File: src/rtl/opkd_pkg.sv
// ----------------------------------------------------------------------------
// opkd_pkg
// Shared types and codes for the order-preserving key decoder.
// ----------------------------------------------------------------------------
package opkd_pkg;

  // Configuration limits and field widths
  localparam int MAX_COLUMNS  = 16;
  localparam int COL_TYPE_W   = 3;
  localparam int COL_CNT_W    = 5;   // column_count register / column counter
  localparam int COL_IDX_W    = 4;   // column_index result field
  localparam int CFG_IDX_W    = 1;
  localparam int CFG_DATA_W   = MAX_COLUMNS * COL_TYPE_W;
  localparam int FIELD_CNT_W  = 5;
  localparam int VALUE_W      = 64;
  localparam int KIND_W       = 3;
  localparam int STATUS_W     = 3;
  localparam int PHASE_W      = 3;

  // Numeric payload lengths in bytes
  localparam logic [FIELD_CNT_W-1:0] NUM_BYTES  = 5'd8;
  localparam logic [FIELD_CNT_W-1:0] UUID_BYTES = 5'd16;

  localparam logic [VALUE_W-1:0] SIGN_FLIP = 64'h8000_0000_0000_0000;

  // Key bytes with a meaning of their own
  localparam logic [7:0] TAG_NULL    = 8'h00;
  localparam logic [7:0] TAG_PRESENT = 8'h01;
  localparam logic [7:0] ESC_BYTE    = 8'hFF;

  // Configuration register indexes
  localparam logic [CFG_IDX_W-1:0] CFG_COLUMN_COUNT = 1'b0;
  localparam logic [CFG_IDX_W-1:0] CFG_COLUMN_TYPES = 1'b1;

  // Column type codes (configuration)
  localparam logic [COL_TYPE_W-1:0] TY_INT       = 3'd0;
  localparam logic [COL_TYPE_W-1:0] TY_DECIMAL   = 3'd1;
  localparam logic [COL_TYPE_W-1:0] TY_TIMESTAMP = 3'd2;
  localparam logic [COL_TYPE_W-1:0] TY_BOOL      = 3'd3;
  localparam logic [COL_TYPE_W-1:0] TY_UUID      = 3'd4;
  localparam logic [COL_TYPE_W-1:0] TY_TEXT      = 3'd5;
  localparam logic [COL_TYPE_W-1:0] TY_BLOB      = 3'd6;
  localparam logic [COL_TYPE_W-1:0] TY_BLOB_ALT  = 3'd7;

  // Value kinds (results)
  localparam logic [KIND_W-1:0] KIND_NULL      = 3'd0;
  localparam logic [KIND_W-1:0] KIND_INT       = 3'd1;
  localparam logic [KIND_W-1:0] KIND_DECIMAL   = 3'd2;
  localparam logic [KIND_W-1:0] KIND_TIMESTAMP = 3'd3;
  localparam logic [KIND_W-1:0] KIND_BOOL      = 3'd4;
  localparam logic [KIND_W-1:0] KIND_UUID      = 3'd5;
  localparam logic [KIND_W-1:0] KIND_TEXT      = 3'd6;
  localparam logic [KIND_W-1:0] KIND_BLOB      = 3'd7;

  // Status codes
  localparam logic [STATUS_W-1:0] ST_OK           = 3'd0;
  localparam logic [STATUS_W-1:0] ST_TOO_SHORT    = 3'd1;
  localparam logic [STATUS_W-1:0] ST_BAD_TAG      = 3'd2;
  localparam logic [STATUS_W-1:0] ST_UNTERMINATED = 3'd3;
  localparam logic [STATUS_W-1:0] ST_BAD_ESCAPE   = 3'd4;

  // Decoder phases
  localparam logic [PHASE_W-1:0] PH_TAG  = 3'd0;
  localparam logic [PHASE_W-1:0] PH_NUM  = 3'd1;
  localparam logic [PHASE_W-1:0] PH_BOOL = 3'd2;
  localparam logic [PHASE_W-1:0] PH_UUID = 3'd3;
  localparam logic [PHASE_W-1:0] PH_STR  = 3'd4;
  localparam logic [PHASE_W-1:0] PH_ESC  = 3'd5;
  localparam logic [PHASE_W-1:0] PH_DONE = 3'd6;

  typedef logic [MAX_COLUMNS-1:0][COL_TYPE_W-1:0] col_types_t;

  // One result item
  typedef struct packed {
    logic [COL_IDX_W-1:0]       column_index;
    logic [KIND_W-1:0]          value_kind;
    logic                       has_data;
    logic signed [VALUE_W-1:0]  value;
    logic                       piece_last;
    logic                       key_done;
    logic [STATUS_W-1:0]        status;
  } result_t;

endpackage

File: src/rtl/order_preserving_key_decoder_top.sv
// ----------------------------------------------------------------------------
// order_preserving_key_decoder_top
// Streams an order-preserving encoded key one byte per transfer and returns
// decoded column values, data bytes and error status.
// ----------------------------------------------------------------------------
// For each key byte, the decode state (phase, column, byte count,
// 64-bit shift accumulator) is updated in the cycle the byte is taken, and the
// result, if any, lands in a single output register. A new byte is taken every
// cycle while the result side is not stalling; when that register holds a
// result that is stalled, in_stall is raised. A result appears in the cycle
// after its byte is taken and holds while stalled. cfg_ready is always high
// and writes act at once; write only between keys. No clearing pass after reset.
module order_preserving_key_decoder_top
  import opkd_pkg::*;
(
  input  logic                         clk,
  input  logic                         rst_n,
  // key byte channel
  input  logic                         in_valid,
  output logic                         in_stall,
  input  logic [7:0]                   in_key_byte,
  input  logic                         in_key_last,
  // result channel
  output logic                         out_valid,
  input  logic                         out_stall,
  output logic [COL_IDX_W-1:0]         out_column_index,
  output logic [KIND_W-1:0]            out_value_kind,
  output logic                         out_has_data,
  output logic signed [VALUE_W-1:0]    out_value,
  output logic                         out_piece_last,
  output logic                         out_key_done,
  output logic [STATUS_W-1:0]          out_status,
  // configuration write port
  input  logic                         cfg_valid,
  output logic                         cfg_ready,
  input  logic [CFG_IDX_W-1:0]         cfg_index,
  input  logic [CFG_DATA_W-1:0]        cfg_wdata
);

  // Configuration registers
  logic [COL_CNT_W-1:0]   col_count_r;
  col_types_t             col_types_r;

  // Decode state
  logic [PHASE_W-1:0]     phase_r,  phase_nxt;
  logic [COL_CNT_W-1:0]   col_r,    col_nxt;
  logic [FIELD_CNT_W-1:0] bif_r,    bif_nxt;
  logic [VALUE_W-1:0]     acc_r,    acc_nxt;
  logic                   err_r,    err_nxt;

  // Output register
  logic                   out_valid_r;
  result_t                res_r;

  // Decode signals
  result_t                res;
  logic                   res_vld;
  logic                   in_acc;
  logic                   finish;
  logic [STATUS_W-1:0]    err_code;
  logic [COL_CNT_W-1:0]   ncols;
  logic [COL_IDX_W-1:0]   col_idx;
  logic [COL_TYPE_W-1:0]  ctype;
  logic [KIND_W-1:0]      kind;
  logic [FIELD_CNT_W-1:0] bif_inc;
  logic [COL_CNT_W-1:0]   col_inc;
  logic [VALUE_W-1:0]     byte_ext;

  assign cfg_ready = 1'b1;
  assign in_stall  = out_valid_r & out_stall;
  assign in_acc    = in_valid & ~in_stall;

  // Configuration writes
  always_ff @(posedge clk) begin
    if (!rst_n) begin
      col_count_r <= '0;
      col_types_r <= '0;
    end else if (cfg_valid && cfg_ready) begin
      case (cfg_index)
        CFG_COLUMN_COUNT: col_count_r <= cfg_wdata[COL_CNT_W-1:0];
        CFG_COLUMN_TYPES: col_types_r <= cfg_wdata;
        default: ;
      endcase
    end
  end

  // Column lookup
  assign ncols    = (col_count_r > COL_CNT_W'(MAX_COLUMNS)) ? COL_CNT_W'(MAX_COLUMNS)
                                                             : col_count_r;
  assign col_idx  = col_r[COL_IDX_W-1:0];
  assign ctype    = col_types_r[col_idx];
  assign kind     = (ctype == TY_BLOB_ALT) ? KIND_BLOB : KIND_W'(ctype + 3'd1);
  assign bif_inc  = FIELD_CNT_W'(bif_r + 5'd1);
  assign col_inc  = COL_CNT_W'(col_r + 5'd1);
  assign byte_ext = VALUE_W'(in_key_byte);

  // Per-byte decode
  always_comb begin
    phase_nxt = phase_r;
    col_nxt   = col_r;
    bif_nxt   = bif_r;
    acc_nxt   = acc_r;
    err_nxt   = err_r;
    res       = '0;
    res_vld   = 1'b0;
    finish    = 1'b0;
    err_code  = ST_OK;

    if (err_r || phase_r == PH_DONE) begin
      // skipping to end of key
    end else if (phase_r == PH_TAG && col_r >= ncols) begin
      // all columns decoded (or none configured)
      res.key_done = 1'b1;
      res_vld      = 1'b1;
      phase_nxt    = PH_DONE;
    end else begin
      res.column_index = col_idx;
      case (phase_r)
        PH_TAG: begin
          if (in_key_byte == TAG_NULL) begin
            res.piece_last = 1'b1;
            res_vld        = 1'b1;
            finish         = 1'b1;
          end else if (in_key_byte == TAG_PRESENT) begin
            bif_nxt = '0;
            acc_nxt = '0;
            if (ctype inside {TY_INT, TY_DECIMAL, TY_TIMESTAMP}) begin
              phase_nxt = PH_NUM;
            end else if (ctype == TY_BOOL) begin
              phase_nxt = PH_BOOL;
            end else if (ctype == TY_UUID) begin
              phase_nxt = PH_UUID;
            end else begin
              phase_nxt = PH_STR;
            end
          end else begin
            err_code = ST_BAD_TAG;
          end
        end
        PH_NUM: begin
          acc_nxt = {acc_r[VALUE_W-9:0], in_key_byte};
          bif_nxt = bif_inc;
          if (bif_inc >= NUM_BYTES) begin
            res.value_kind = kind;
            res.has_data   = 1'b1;
            res.value      = acc_nxt ^ SIGN_FLIP;
            res.piece_last = 1'b1;
            res_vld        = 1'b1;
            finish         = 1'b1;
          end
        end
        PH_BOOL: begin
          res.value_kind = kind;
          res.has_data   = 1'b1;
          res.value      = VALUE_W'(in_key_byte != 8'h00);
          res.piece_last = 1'b1;
          res_vld        = 1'b1;
          finish         = 1'b1;
        end
        PH_UUID: begin
          bif_nxt        = bif_inc;
          res.value_kind = kind;
          res.has_data   = 1'b1;
          res.value      = byte_ext;
          res.piece_last = (bif_inc >= UUID_BYTES);
          res_vld        = 1'b1;
          finish         = (bif_inc >= UUID_BYTES);
        end
        PH_STR: begin
          if (in_key_byte != 8'h00) begin
            res.value_kind = kind;
            res.has_data   = 1'b1;
            res.value      = byte_ext;
            res_vld        = 1'b1;
          end else begin
            phase_nxt = PH_ESC;
          end
        end
        PH_ESC: begin
          if (in_key_byte == 8'h00) begin
            // terminator
            res.value_kind = kind;
            res.piece_last = 1'b1;
            res_vld        = 1'b1;
            finish         = 1'b1;
          end else if (in_key_byte == ESC_BYTE) begin
            // escaped zero data byte
            res.value_kind = kind;
            res.has_data   = 1'b1;
            res_vld        = 1'b1;
            phase_nxt      = PH_STR;
          end else begin
            err_code = ST_BAD_ESCAPE;
          end
        end
        default: ;
      endcase

      // column complete
      if (finish) begin
        col_nxt   = col_inc;
        bif_nxt   = '0;
        phase_nxt = PH_TAG;
        if (col_inc >= ncols) begin
          res.key_done = 1'b1;
          phase_nxt    = PH_DONE;
        end
      end

      // error or truncated key replaces the result
      if (err_code != ST_OK) begin
        res              = '0;
        res.column_index = col_idx;
        res.status       = err_code;
        res_vld          = 1'b1;
        err_nxt          = 1'b1;
      end else if (in_key_last && phase_nxt != PH_DONE) begin
        res              = '0;
        res.column_index = col_idx;
        res.status       = (phase_nxt == PH_STR || phase_nxt == PH_ESC) ? ST_UNTERMINATED
                                                                        : ST_TOO_SHORT;
        res_vld          = 1'b1;
      end
    end

    // end of key restarts the decoder
    if (in_key_last) begin
      phase_nxt = PH_TAG;
      col_nxt   = '0;
      bif_nxt   = '0;
      acc_nxt   = '0;
      err_nxt   = 1'b0;
    end
  end

  // State update on each byte transfer
  always_ff @(posedge clk) begin
    if (!rst_n) begin
      phase_r <= PH_TAG;
      col_r   <= '0;
      bif_r   <= '0;
      acc_r   <= '0;
      err_r   <= 1'b0;
    end else if (in_acc) begin
      phase_r <= phase_nxt;
      col_r   <= col_nxt;
      bif_r   <= bif_nxt;
      acc_r   <= acc_nxt;
      err_r   <= err_nxt;
    end
  end

  // Result register
  always_ff @(posedge clk) begin
    if (!rst_n) begin
      out_valid_r <= 1'b0;
    end else if (in_acc) begin
      out_valid_r <= res_vld;
    end else if (!out_stall) begin
      out_valid_r <= 1'b0;
    end
  end

  always_ff @(posedge clk) begin
    if (in_acc && res_vld) begin
      res_r <= res;
    end
  end

  assign out_valid        = out_valid_r;
  assign out_column_index = res_r.column_index;
  assign out_value_kind   = res_r.value_kind;
  assign out_has_data     = res_r.has_data;
  assign out_value        = res_r.value;
  assign out_piece_last   = res_r.piece_last;
  assign out_key_done     = res_r.key_done;
  assign out_status       = res_r.status;

endmodule

File: config.mk
export PLATFORM = sky130hd
export DESIGN_NAME = order_preserving_key_decoder_top
export DESIGN_NICKNAME = d
export VERILOG_FILES = /design/src/rtl/opkd_pkg.sv /design/src/rtl/order_preserving_key_decoder_top.sv
export SDC_FILE = /design/constraint.sdc
export NUM_CORES = 1
export LEC_CHECK = 0
export BUFFER_PORTS_ARGS = -buffer_cell sky130_fd_sc_hd__buf_4
export CAP_MARGIN = 20
export CORE_MARGIN = 2
export CORE_UTILIZATION = 47
export DETAILED_ROUTE_END_ITERATION = 10
export GPL_ROUTABILITY_DRIVEN = 0
export GPL_TIMING_DRIVEN = 0
export PLACE_DENSITY = 0.68
export RECOVER_POWER = 25
export SKIP_LAST_GASP = 1
export SLEW_MARGIN = 40
export SYNTH_ARGS = -nofsm -noshare
export SYNTH_HDL_FRONTEND = slang
export SYNTH_SLANG_ARGS = --single-unit
File: constraint.sdc
create_clock -name clk -period 14.15 [get_ports clk]
set_clock_uncertainty 0.05 [all_clocks]
set_input_delay 3.5375 -clock clk [delete_from_list [all_inputs] [get_ports clk]]
set_output_delay 3.5375 -clock clk [all_outputs]
set_load 0.01 [all_outputs]
# Word level (Yosys, flattened, before mapping)
# Index checks and enable logic that the tools add are counted.
[word_totals]
inputBits = 63
regBits = 201
output_inout_bits = 80
[op_classes]
n_addsub = 3
n_eq_ne = 23
magnitude_cmp = 6
bitwise = 5
reduce_logical = 27
n_mux = 77
[ops]
columns = ["operator", "count"]
rows = [
  ["2-to-1 mux 56 bit", 5],
  ["case mux 64 bit (4 select lines)", 1],
  ["case mux 56 bit (2 select lines)", 1],
  ["2-to-1 mux 69 bit", 1],
  ["2-to-1 mux 68 bit", 1],
  ["2-to-1 mux 3 bit", 22],
  ["2-to-1 mux 5 bit", 11],
  ["== test 3 bit (second input constant)", 7],
  ["2-to-1 mux 1 bit", 21],
  ["case mux 4 bit (4 select lines)", 1],
  ["binary-select mux 3 bit (select 4 bit)", 1],
  ["== test 3 x 2 -> 1 bit (second input constant)", 4],
  ["2-to-1 mux 4 bit", 3],
  ["AND reduction 6 bit", 2],
  ["adder 5 x 1 -> 5 bit (second input constant)", 2],
  ["greater-or-equal comparator 5 bit", 2],
  ["case mux 5 bit (2 select lines)", 1],
  ["case mux 3 bit (3 select lines)", 1],
  ["nonzero test 3 bit", 3],
  ["== test 8 x 1 -> 1 bit (second input constant)", 1],
  ["== test 8 bit (second input constant)", 1],
  ["logical NOT 8 bit", 1],
  ["case mux 1 bit (4 select lines)", 2],
  ["AND reduction 4 bit", 2],
  ["26 further kinds", 44],
]

# Depth between registers and ports, before layout
[logic_depth]
word_depth = 19
mapped_depth = 15

# Worst setup path before layout
# Ideal clock, no wire load.
[synth_timing]
kind = "input to register"
from = "input in_key_byte[3]"
to = "register res_r (netlist bit out_column_index[0]), enable pin"
t_required_ps = 13491
setup_time_ps = 609
n_path_buf = 0
stages = 6
setup_slack_ps = 3329
t_arrival_ps = 10161
path_cell_list = "nor4_2 > and2_0 > nor3_1 > o311ai_0 > nor3_1 > nor3_1"
[synth_via]
elab_chain_cells = 15
word_cells_on_any_way = 36
classes_between = "eq/ne (3); mux (28); reduce/logical (5)"
[synth_lines]
columns = ["element", "line_no", "rtl"]
rows = [
  ["start, declared", "order_preserving_key_decoder_top.sv:21", "input logic [7:0] in_key_byte,"],
  ["logical NOT 8 bit", "order_preserving_key_decoder_top.sv:120, order_preserving_key_decoder_top.sv:180", ""],
  ["2-to-1 mux 1 bit", "order_preserving_key_decoder_top.sv:120, order_preserving_key_decoder_top.sv:180", ""],
  ["case mux 1 bit (4 select lines)", "order_preserving_key_decoder_top.sv:118", "case (phase_r)"],
  ["2-to-1 mux 1 bit", "order_preserving_key_decoder_top.sv:111", "end else if (phase_r == PH_TAG && col_r >= ncols) begin"],
  ["2-to-1 mux 1 bit", "order_preserving_key_decoder_top.sv:109", "if (err_r || phase_r == PH_DONE) begin"],
  ["2-to-1 mux 3 bit", "order_preserving_key_decoder_top.sv:200", "if (finish) begin"],
  ["2-to-1 mux 3 bit", "order_preserving_key_decoder_top.sv:111", ""],
  ["2-to-1 mux 3 bit", "order_preserving_key_decoder_top.sv:109", ""],
  ["!= test 3 bit", "order_preserving_key_decoder_top.sv:217", "end else if (in_key_last && phase_nxt != PH_DONE) begin"],
  ["logical AND 1 bit", "order_preserving_key_decoder_top.sv:217", ""],
  ["2-to-1 mux 1 bit", "order_preserving_key_decoder_top.sv:217", ""],
  ["2-to-1 mux 1 bit *", "order_preserving_key_decoder_top.sv:211", "if (err_code != ST_OK) begin"],
  ["2-to-1 mux 1 bit *", "order_preserving_key_decoder_top.sv:111", ""],
  ["2-to-1 mux 1 bit *", "order_preserving_key_decoder_top.sv:109", ""],
  ["logical AND 1 bit *", "order_preserving_key_decoder_top.sv:265", "if (in_acc && res_vld) begin"],
  ["end signal, assigned", "order_preserving_key_decoder_top.sv:266", "res_r <= res;"],
  ["end, declared", "order_preserving_key_decoder_top.sv:53", "result_t res_r;"],
]
# Every way passes the cells marked *; elsewhere a longest branch is shown, timed or not. The select of a mux whose other input is x is not followed.
# A chain may end at the register's enable or synchronous reset.

# Final worst setup path
[layout_timing]
from = "input out_stall"
to = "output in_stall"
[layout_via]
elab_chain_cells = 1
[layout_lines]
columns = ["element", "line_no", "rtl"]
rows = [
  ["start, declared", "order_preserving_key_decoder_top.sv:25", "input logic out_stall,"],
  ["AND 1 bit", "order_preserving_key_decoder_top.sv:70", "assign in_stall = out_valid_r & out_stall;"],
  ["end, declared", "order_preserving_key_decoder_top.sv:20", "output logic in_stall,"],
]
# No other way between the ends.

==> results.cfg <==
[cts]
post_cts_buffers = 0
cts_root_buf = clkbuf_16
cts_buffers = 22
clk-insertion-delay-late_ns = 0.51
clockBufferDepth = 3
cts_resized = 0
cts_tree = done
clk_pin_slew_ns = 0.06
cts_max_level = 1
cts_hold_buffers = 0
cts_sinks = 201

[detailed_routing]
postRouteAntennaNets = 0
wl_per_cell_um = 16.2
vias = 7132
viasPerCell = 5.23
totalWireLength_um = 22000
first_pass_iters = 5
drt_iter0_drc = 382
drc_errors = 0

[sta]
max_freq_mhz = 132
hold_viol = 0
setup_viol = 0
tns_ns = 0
max-slew-margin-rel = 0.265
fin_crit_ns = 7.56
slew_viol_final = 0
period_share = 0.534
rsz0062_at_grt = no
worstMarginPinSlew_ns = 1.09

[layout]
n_antenna_cell = 0
stdcell_count = 1363
post_route_cells_drive_above_1_share = 0.169
multiInputGateArea_um2 = 3930
area_delta_synth_final_pct = 22.5
fill_cells = 1718
nets = 1166
regArea_um2 = 4790
fin_area_um2 = 11100

[synthesis]
synth_ff_type = dfxtp_1
synth_nets = 991
muxShareOfSynthArea = 0.0478
synthArstFlopShare = 0
syn_inst = 912
avgSynthCellArea_um2 = 9.94
synth_compound_area_frac = 0.134
synth_edf_count = 77
yosysWarnings = 0
synth_top_family_by_area = simple AND/OR/NAND/NOR gates
synth.distinct_cells = 58
synth_simple_gate_area_frac = 0.224
synth_area_um2 = 9070
ys_seq_area_frac = 0.529
synth_seq_cells = 201
synth-xor-area-share = 0.00386
synth_fa_ha_area_frac = 0.0221

[worst_setup_path]
r2r_setup_slack_ns = 8.88
crit_family = buffers and inverters
start_kind = primary input
critPathMaxFanout = 4
cp_data_required_time_ns = 10.56
crit_path_frequent_cell = buf_4
crit_path_cell_trace = buf_4 -> nand2_1 -> inv_1 -> buf_4
critPathBufInv = 3
arrival_ns = 3.97
crit_path_max_incr_delay_ns = 0.14
slowest_stage = buf_4
critPathCaptureType = output pin
critical_path_class = in2out

[floorplanning]
dieArea_um2 = 20400
core_um2 = 18800
die_w_um = 143
num_rows = 50
start_util = 0.481
die_height_um = 143
io_pins = 143

[global_route]
grt_pass1_vias = 6760
grt_max_degree = 14
grt_usage = 0.216
grt_pass1_wl_um = 35300
overflow = 0
antenna_found_initial = 0

[pwr]
p_per_area_nw_per_um2 = 121
peakVddDrop_mv = 0.0860
p_leak_nw = 3.93

[flow_run]
maxCapViolCount = 0

[placed_design]
place_area_um2 = 10500
dpl.hpwl_um = 16100
port_buffers = 140
dp.cells = 1323

[outcome]
status = complete, no violations

[hold_path]
hp-class = reg2reg
## Yosys cell counts (12+ instances only)
cell type / number / area, um2
a21boi_0: 109 / 818
a21oi_1: 12 / 60.1
clkbuf_1: 55 / 206
dfxtp_1: 124 / 2480
edfxtp_1: 77 / 2310
ha_1: 16 / 200
inv_1: 13 / 48.8
mux2i_1: 14 / 140
nand2_1: 188 / 706
nand3_1: 70 / 350
nor2_1: 25 / 93.8
nor3_1: 23 / 115
nor3b_1: 56 / 420
## layout by cell type, fill, tap and decap left out, types with 5 or more instances in the layout
master / count
a21boi_0: 109
a21oi_1: 12
and3_1: 6
buf_2: 12
buf_4: 114
clkbuf_1: 94
clkbuf_16: 23
dfxtp_1: 124
edfxtp_1: 77
ha_1: 16
inv_1: 13
mux2i_1: 14
mux4_2: 11
nand2_1: 188
nand2b_1: 10
nand3_1: 70
nor2_1: 25
nor2b_1: 11
nor3_1: 22
nor3b_1: 56
nor4_1: 6
o21a_1: 5
o21ai_0: 8
## per-stage QoR
step,hold slack [ns],power (W),util,setup WS [ns]
after global placement,0.396,0.000817,0.555,0.337
final,0.409,0.00135,0.590,6.59
after floorplan,0.386,0.000742,-,3.33
after global routing,0.429,0.00140,0.590,6.55
after CTS,0.414,0.00136,0.597,6.59
after detailed placement,0.404,0.000818,0.559,6.59
## final timing paths
path | start | to | depth (start not counted)
max | out_stall | in_stall | 4
min | col_types_r[29] | col_types_r[29] | 2
max reg2reg | col_r[1] | out_value[0] | 14
min reg2reg | col_types_r[29] | col_types_r[29] | 2
## final cells by class
cell class,count,area share
Inverter,13,0.00439
Clock buffer,32,0.0588
Timing Repair Buffer,151,0.0900
Clock inverter,8,0.00462
Sequential cell,201,0.432
Buffer,70,0.0275
Tap cell,260,0.0293
Multi-Input combinational cell,628,0.354
## power by group
| part | internal, W | leakage, nW | switching [W] |
|---|---|---|---|
| clock network | 0.000321 | 0.347 | 0.000228 |
| logic | 0.0000608 | 1.80 | 0.0000944 |
| registers | 0.000633 | 1.78 | 0.0000106 |
## state kept, by name, indices dropped and copies added, names as in the netlist
register and flops:
out_status 3, out_value_kind 3, out_valid 1, bif_r 5
out_piece_last 1, phase_r 3, col_types_r 48, acc_r 56
out_key_done 1, err_r 1, col_r 5, col_count_r 5
out_column_index 4, out_has_data 1, out_value 64
## tightest hold or removal path, cell delays in order (launching register included)
cell      delay, ns
dfxtp_1        0.30
nand2_1        0.04
a21boi_0       0.06
## kinds of logic (layout without fill, tap and decap cells)
| group | Yosys count | after routing |
|---|---|---|
| fa+ha+maj | 16 | 16 |
| flops | 201 | 201 |
| other cells | 1 | 1 |
| xor+xnor | 4 | 4 |
| compound gates | 163 | 163 |
| mux | 29 | 29 |
| buf+inv | 83 | 274 |
| simple gates | 415 | 415 |
## routing by layer
metal | up-vias | GRT usage | part of all wire
met5 | - | 0 | 0
met4 | 0 | 0.0438 | 0.015
met3 | 36 | 0.0409 | 0.062
met2 | 187 | 0.358 | 0.46
met1 | 3325 | 0.297 | 0.46
li1 | 3584 | - | -
Note: power is estimated with default switching activity, not from simulation.
